[src/rtl/rpn_pkg.sv]
// Package: shared constants, codes and types for the postfix evaluator.
package rpn_pkg;

    localparam int STACK_DEPTH = 256;
    localparam int PTR_W       = $clog2(STACK_DEPTH);
    localparam int CNT_W       = $clog2(STACK_DEPTH + 1);
    localparam int WORD_W      = 32;
    localparam int STEP_W      = 6;
    localparam int DIV_STEPS   = WORD_W;
    localparam int FACT_LIMIT  = 34;

    typedef enum logic [2:0] {
        OP_PUSH = 3'd0,
        OP_ADD  = 3'd1,
        OP_SUB  = 3'd2,
        OP_MUL  = 3'd3,
        OP_DIV  = 3'd4,
        OP_FACT = 3'd5,
        OP_END  = 3'd6
    } op_t;

    typedef enum logic [1:0] {
        ERR_NONE     = 2'd0,
        ERR_NEG_FACT = 2'd1,
        ERR_DIV_ZERO = 2'd2
    } err_t;

    typedef enum logic [2:0] {
        ST_IDLE,
        ST_POP_R,
        ST_POP_L,
        ST_EXEC,
        ST_WAIT,
        ST_END_RD,
        ST_EMIT
    } ctrl_state_t;

    typedef enum logic [2:0] {
        A_IDLE,
        A_DIV,
        A_DIV_FIN,
        A_FACT,
        A_DONE
    } alu_state_t;

    typedef struct packed {
        logic              start;
        op_t               op;
        logic [WORD_W-1:0] lhs;
        logic [WORD_W-1:0] rhs;
    } alu_req_t;

    typedef struct packed {
        logic              done;
        logic [WORD_W-1:0] result;
        err_t              err;
    } alu_rsp_t;

endpackage

[src/rtl/rpn_alu.sv]
// Arithmetic unit: registered add/sub/mul, bit-serial divide, iterative factorial.
module rpn_alu (
    input  logic              clk,
    input  logic              rst_n,
    input  rpn_pkg::alu_req_t req,
    output rpn_pkg::alu_rsp_t rsp
);

    rpn_pkg::alu_state_t           state_reg, state_next;
    logic [rpn_pkg::WORD_W-1:0]    acc_reg, acc_next;
    logic [rpn_pkg::WORD_W-1:0]    rem_reg, rem_next;
    logic [rpn_pkg::WORD_W-1:0]    den_reg, den_next;
    logic [rpn_pkg::STEP_W-1:0]    step_reg, step_next;
    logic [rpn_pkg::STEP_W-1:0]    lim_reg, lim_next;
    logic                          neg_reg, neg_next;
    rpn_pkg::err_t                 err_reg, err_next;
    logic [rpn_pkg::WORD_W:0]      shifted;
    logic [rpn_pkg::WORD_W:0]      diff;

    assign shifted = {rem_reg, acc_reg[rpn_pkg::WORD_W-1]};
    assign diff    = shifted - {1'b0, den_reg};

    always_comb
    begin
        state_next = state_reg;
        unique case (state_reg)
            rpn_pkg::A_IDLE:
            begin
                if (req.start)
                begin
                    if (req.op == rpn_pkg::OP_DIV && req.rhs != '0)
                        state_next = rpn_pkg::A_DIV;
                    else if (req.op == rpn_pkg::OP_FACT && !req.rhs[rpn_pkg::WORD_W-1]
                             && req.rhs < rpn_pkg::WORD_W'(rpn_pkg::FACT_LIMIT))
                        state_next = rpn_pkg::A_FACT;
                    else
                        state_next = rpn_pkg::A_DONE;
                end
            end
            rpn_pkg::A_DIV:
            begin
                if (step_reg == rpn_pkg::STEP_W'(rpn_pkg::DIV_STEPS - 1))
                    state_next = rpn_pkg::A_DIV_FIN;
            end
            rpn_pkg::A_DIV_FIN: state_next = rpn_pkg::A_DONE;
            rpn_pkg::A_FACT:
            begin
                if (step_reg > lim_reg)
                    state_next = rpn_pkg::A_DONE;
            end
            rpn_pkg::A_DONE:    state_next = rpn_pkg::A_IDLE;
            default:            state_next = rpn_pkg::A_IDLE;
        endcase
    end

    always_comb
    begin
        acc_next  = acc_reg;
        rem_next  = rem_reg;
        den_next  = den_reg;
        step_next = step_reg;
        lim_next  = lim_reg;
        neg_next  = neg_reg;
        err_next  = err_reg;
        unique case (state_reg)
            rpn_pkg::A_IDLE:
            begin
                if (req.start)
                begin
                    err_next = rpn_pkg::ERR_NONE;
                    acc_next = '0;
                    unique case (req.op)
                        rpn_pkg::OP_ADD: acc_next = req.lhs + req.rhs;
                        rpn_pkg::OP_SUB: acc_next = req.lhs - req.rhs;
                        rpn_pkg::OP_MUL: acc_next = req.lhs * req.rhs;
                        rpn_pkg::OP_DIV:
                        begin
                            if (req.rhs == '0)
                                err_next = rpn_pkg::ERR_DIV_ZERO;
                            acc_next  = req.lhs[rpn_pkg::WORD_W-1] ? -req.lhs : req.lhs;
                            den_next  = req.rhs[rpn_pkg::WORD_W-1] ? -req.rhs : req.rhs;
                            rem_next  = '0;
                            step_next = '0;
                            neg_next  = req.lhs[rpn_pkg::WORD_W-1] ^ req.rhs[rpn_pkg::WORD_W-1];
                        end
                        rpn_pkg::OP_FACT:
                        begin
                            if (req.rhs[rpn_pkg::WORD_W-1])
                                err_next = rpn_pkg::ERR_NEG_FACT;
                            else if (req.rhs < rpn_pkg::WORD_W'(rpn_pkg::FACT_LIMIT))
                                acc_next = rpn_pkg::WORD_W'(1);
                            step_next = rpn_pkg::STEP_W'(2);
                            lim_next  = req.rhs[rpn_pkg::STEP_W-1:0];
                        end
                        default: acc_next = '0;
                    endcase
                end
            end
            rpn_pkg::A_DIV:
            begin
                if (!diff[rpn_pkg::WORD_W])
                begin
                    rem_next = diff[rpn_pkg::WORD_W-1:0];
                    acc_next = {acc_reg[rpn_pkg::WORD_W-2:0], 1'b1};
                end
                else
                begin
                    rem_next = shifted[rpn_pkg::WORD_W-1:0];
                    acc_next = {acc_reg[rpn_pkg::WORD_W-2:0], 1'b0};
                end
                step_next = step_reg + 1'b1;
            end
            rpn_pkg::A_DIV_FIN:
            begin
                if (neg_reg)
                    acc_next = -acc_reg;
            end
            rpn_pkg::A_FACT:
            begin
                if (step_reg <= lim_reg)
                begin
                    acc_next  = acc_reg * rpn_pkg::WORD_W'(step_reg);
                    step_next = step_reg + 1'b1;
                end
            end
            rpn_pkg::A_DONE: ;
            default: ;
        endcase
    end

    always_ff @(posedge clk or negedge rst_n)
    begin
        if (!rst_n)
            state_reg <= rpn_pkg::A_IDLE;
        else
            state_reg <= state_next;
    end

    always_ff @(posedge clk)
    begin
        acc_reg  <= acc_next;
        rem_reg  <= rem_next;
        den_reg  <= den_next;
        step_reg <= step_next;
        lim_reg  <= lim_next;
        neg_reg  <= neg_next;
        err_reg  <= err_next;
    end

    assign rsp.done   = (state_reg == rpn_pkg::A_DONE);
    assign rsp.result = acc_reg;
    assign rsp.err    = err_reg;

endmodule
[config.mk]
export PLATFORM = sky130hd
export DESIGN_NAME = rpn_alu
export DESIGN_NICKNAME = d
export VERILOG_FILES = /design/src/rtl/rpn_pkg.sv /design/src/rtl/rpn_alu.sv
export SDC_FILE = /design/constraint.sdc
export NUM_CORES = 2
export LEC_CHECK = 0
export CELL_PAD_IN_SITES_DETAIL_PLACEMENT = 0
export CELL_PAD_IN_SITES_GLOBAL_PLACEMENT = 1
export CORE_UTILIZATION = 29
export CTS_BUF_LIST = sky130_fd_sc_hd__clkbuf_16
export CTS_CLUSTER_SIZE = 14
export DETAILED_ROUTE_END_ITERATION = 10
export DONT_BUFFER_PORTS = 1
export GPL_ROUTABILITY_DRIVEN = 0
export PLACE_DENSITY = 0.52
export SLEW_MARGIN = 40
export SYNTH_ARGS = -nofsm -noshare
export SYNTH_HDL_FRONTEND = slang
export SYNTH_SLANG_ARGS = --single-unit
[constraint.sdc]
create_clock -name clk -period 11.6 [get_ports clk]
set_input_delay 0 -clock clk [delete_from_list [all_inputs] [get_ports clk]]
set_output_delay 0 -clock clk [all_outputs]
set_load 0.005 [all_outputs]
==> metrics.yaml <==
run_status: "complete, no violations"
ys_types: 77
post-route-period-util: 0.569
fmax_ghz: 0.152
firstDrtPassIters: 7
hold_start: "req[62]"
ios: 105
r2r_slack_ns: 5.48
clkSinkCount: 114
cts_tree: "built"
die_area_sq_mm: 0.112
htree_num_levels: 4
antenna_found_initial: 4
finalMaxSlewViolations: 0
hold_violations: 0
start_util: 0.293
die_h_microns: 334
slew_headroom: 0.417
portBuffers: 0
drv_cap: 0
die_w_microns: 334
final_cell_mix: "inv_1 (540), fa_1 (519), nand2_1 (500)"
ys.flop_type: "edfxtp_1"
grt_pass1_vias: 27400
startpoint: "req[5]"
grt_max_degree: 39
setup_violations: 0
crit_required_ns: 11.77
clockBufferDepth: 2
ant_nets: 0
path_max_fanout: 33
yosys_warnings: 0
num_vias: 25600
min_period_ns: 6.60
gr-usage-all-layers: 0.218
timing.rr.start: "step_reg[2]$_SDFFCE_PP0P_"
netlist_instances: 3719
drc: 0
fillers: 11700
drt_iter0_markers: 1606
synth_nets: 4539
synthToLayoutAreaGrowth_pct: 7.70
numCtsBuffers: 17
worst_pin_slew_ns: 0.872
grt_pass1_wl_mm: 183
drt-total-wl_mm: 121
final_layout_size_suffix_gt1_frac: 0.0263
wl_per_cell_microns: 23.7
syn_avg_cell_area_sq_um: 8.60
viasPerCell: 5.04
finalSetupTns_ns: 0
finalClockSkew_ns: 0.0117
fin_nets: 4416
cts_resized: 0
synthArstFlopShare: 0.0263
cp-end-kind: "flop"
core_sq_mm: 0.109
critPathLaunchType: "input pin"
cts-root-buf: "clkbuf_16"
utilization: 0.316
synth_edf_count: 111
syn_area_sq_mm: 0.0320
clk_pin_slew_ns: 0.07
final_common_cell: "inv_1"
rsz0062_at_grt: "false"
row_count: 121
clock_latency_ns: 0.45
dp_hpwl_mm: 90.0
overflow: 0
min_path_type: "input pin to flop"
ctsHoldBuffers: 55
ys_ff_latch: 114
post-cts-setup-buffer-count: 0
yosysSeqAreaShare: 0.107
arrival_ns: 6.77
worstSetupPathType: "input pin to flop"
area by class of cell:
cell class / instances / area [sq um] / area share
flip-flops and latches: 114 / 3410 / 0.0989
repair buffers: 84 / 791 / 0.0230
clock inverters: 15 / 209 / 0.00607
multi-input cells: 2838 / 25700 / 0.747
diodes: 2 / 5.00 / 0.000145
well taps: 1476 / 1850 / 0.0536
clock buffers: 17 / 425 / 0.0123
inverters: 541 / 2030 / 0.0590
worst paths after layout:
check / endpoint / depth (start not counted)
worst min-delay path: acc_reg[30]$_DFFE_PP_ / 4
max in group asynchronous: state_reg[1]$_DFFE_PN0P_ / 2
min in group asynchronous: state_reg[2]$_DFFE_PN0P_ / 2
worst max-delay path: acc_reg[27]$_DFFE_PP_ / 23
worst min register to register: rem_reg[2]$_SDFFCE_PN0P_ / 2
worst max register to register: acc_reg[24]$_DFFE_PP_ / 18
critical path, stage by stage:
cell and delay [ns]:
and2_1 0.18, fa_1 0.57, fa_1 0.44, fa_1 0.53
inv_1 0.05, fa_1 0.47, inv_1 0.05, fa_1 0.49
inv_1 0.05, fa_1 0.52, inv_1 0.05, fa_1 0.49
fa_1 0.41, ha_1 0.35, a21oi_1 0.15, o21ai_0 0.14
a311oi_1 0.36, nor2_1 0.07, a221oi_1 0.54, nand2b_1 0.14
xor2_1 0.18, a222oi_1 0.35, o21ai_0 0.11
routing by layer:
layer	vias to the layer above	track usage	wire length (microns)
li1	11700	-	-
met1	13200	0.305	56800
met2	581	0.363	56200
met3	95	0.0256	5570
met4	2	0.0406	1960
met5	-	0	13
kinds of logic after synthesis:
logic type	share of synthesized area
AND/OR/NAND/NOR	0.188
buffers and inverters	0.0905
adder cells (fa/ha/maj)	0.415
AO/OA/AOI/OAI	0.121
XOR/XNOR	0.0738
flip-flops	0.107
multiplexers	0.00567
through the flow:
stage | setup slack [ns] | hold WS [ns] | area [sq um] | std cells
final | 5.00 | 0.0218 | 34400 | 5087
after global routing | 4.56 | 0.0389 | 34400 | 5085
after CTS | 5.07 | 0.00307 | 34400 | 5085
after detailed placement | 4.61 | -0.294 | 33300 | 4998
after global placement | 4.63 | -0.294 | 33200 | 4996
after floorplan | 4.85 | -0.296 | 32000 | 3719
synthesized netlist by cell type, types with 6 or more instances:
cell,number,area share
a221oi_1,9,0.0025
a31oi_1,13,0.0025
or2_2,8,0.0016
buf_1,15,0.0018
o31a_1,8,0.0022
nor4_1,11,0.0022
clkbuf_1,204,0.024
nor3_1,43,0.0067
nor2b_1,23,0.0045
or3_1,24,0.0047
edfxtp_1,111,0.10
a211o_1,13,0.0036
o221ai_1,17,0.0047
o21bai_1,12,0.0028
nand4_1,14,0.0027
o22ai_1,21,0.0041
nand2_1,500,0.059
xor2_1,110,0.030
o41ai_1,11,0.0030
o21ai_0,133,0.021
and3_1,14,0.0027
mux2i_1,17,0.0053
nor2_1,123,0.014
or4_1,12,0.0028
xnor2_1,157,0.043
and2_1,333,0.065
ha_1,231,0.090
buf_2,6,0.00094
nand3_1,54,0.0085
nand2b_1,22,0.0043
o211ai_1,19,0.0045
inv_1,540,0.063
a222oi_1,6,0.0019
a21o_1,40,0.0094
a211oi_1,23,0.0054
o31ai_1,36,0.0085
fa_1,519,0.32
nor3b_1,6,0.0014
a21oi_1,155,0.024
o21a_1,30,0.0070
Power is left out: the tool's default activity adds up to more than one toggle a clock period on the data nets, which glitch-free logic cannot reach.
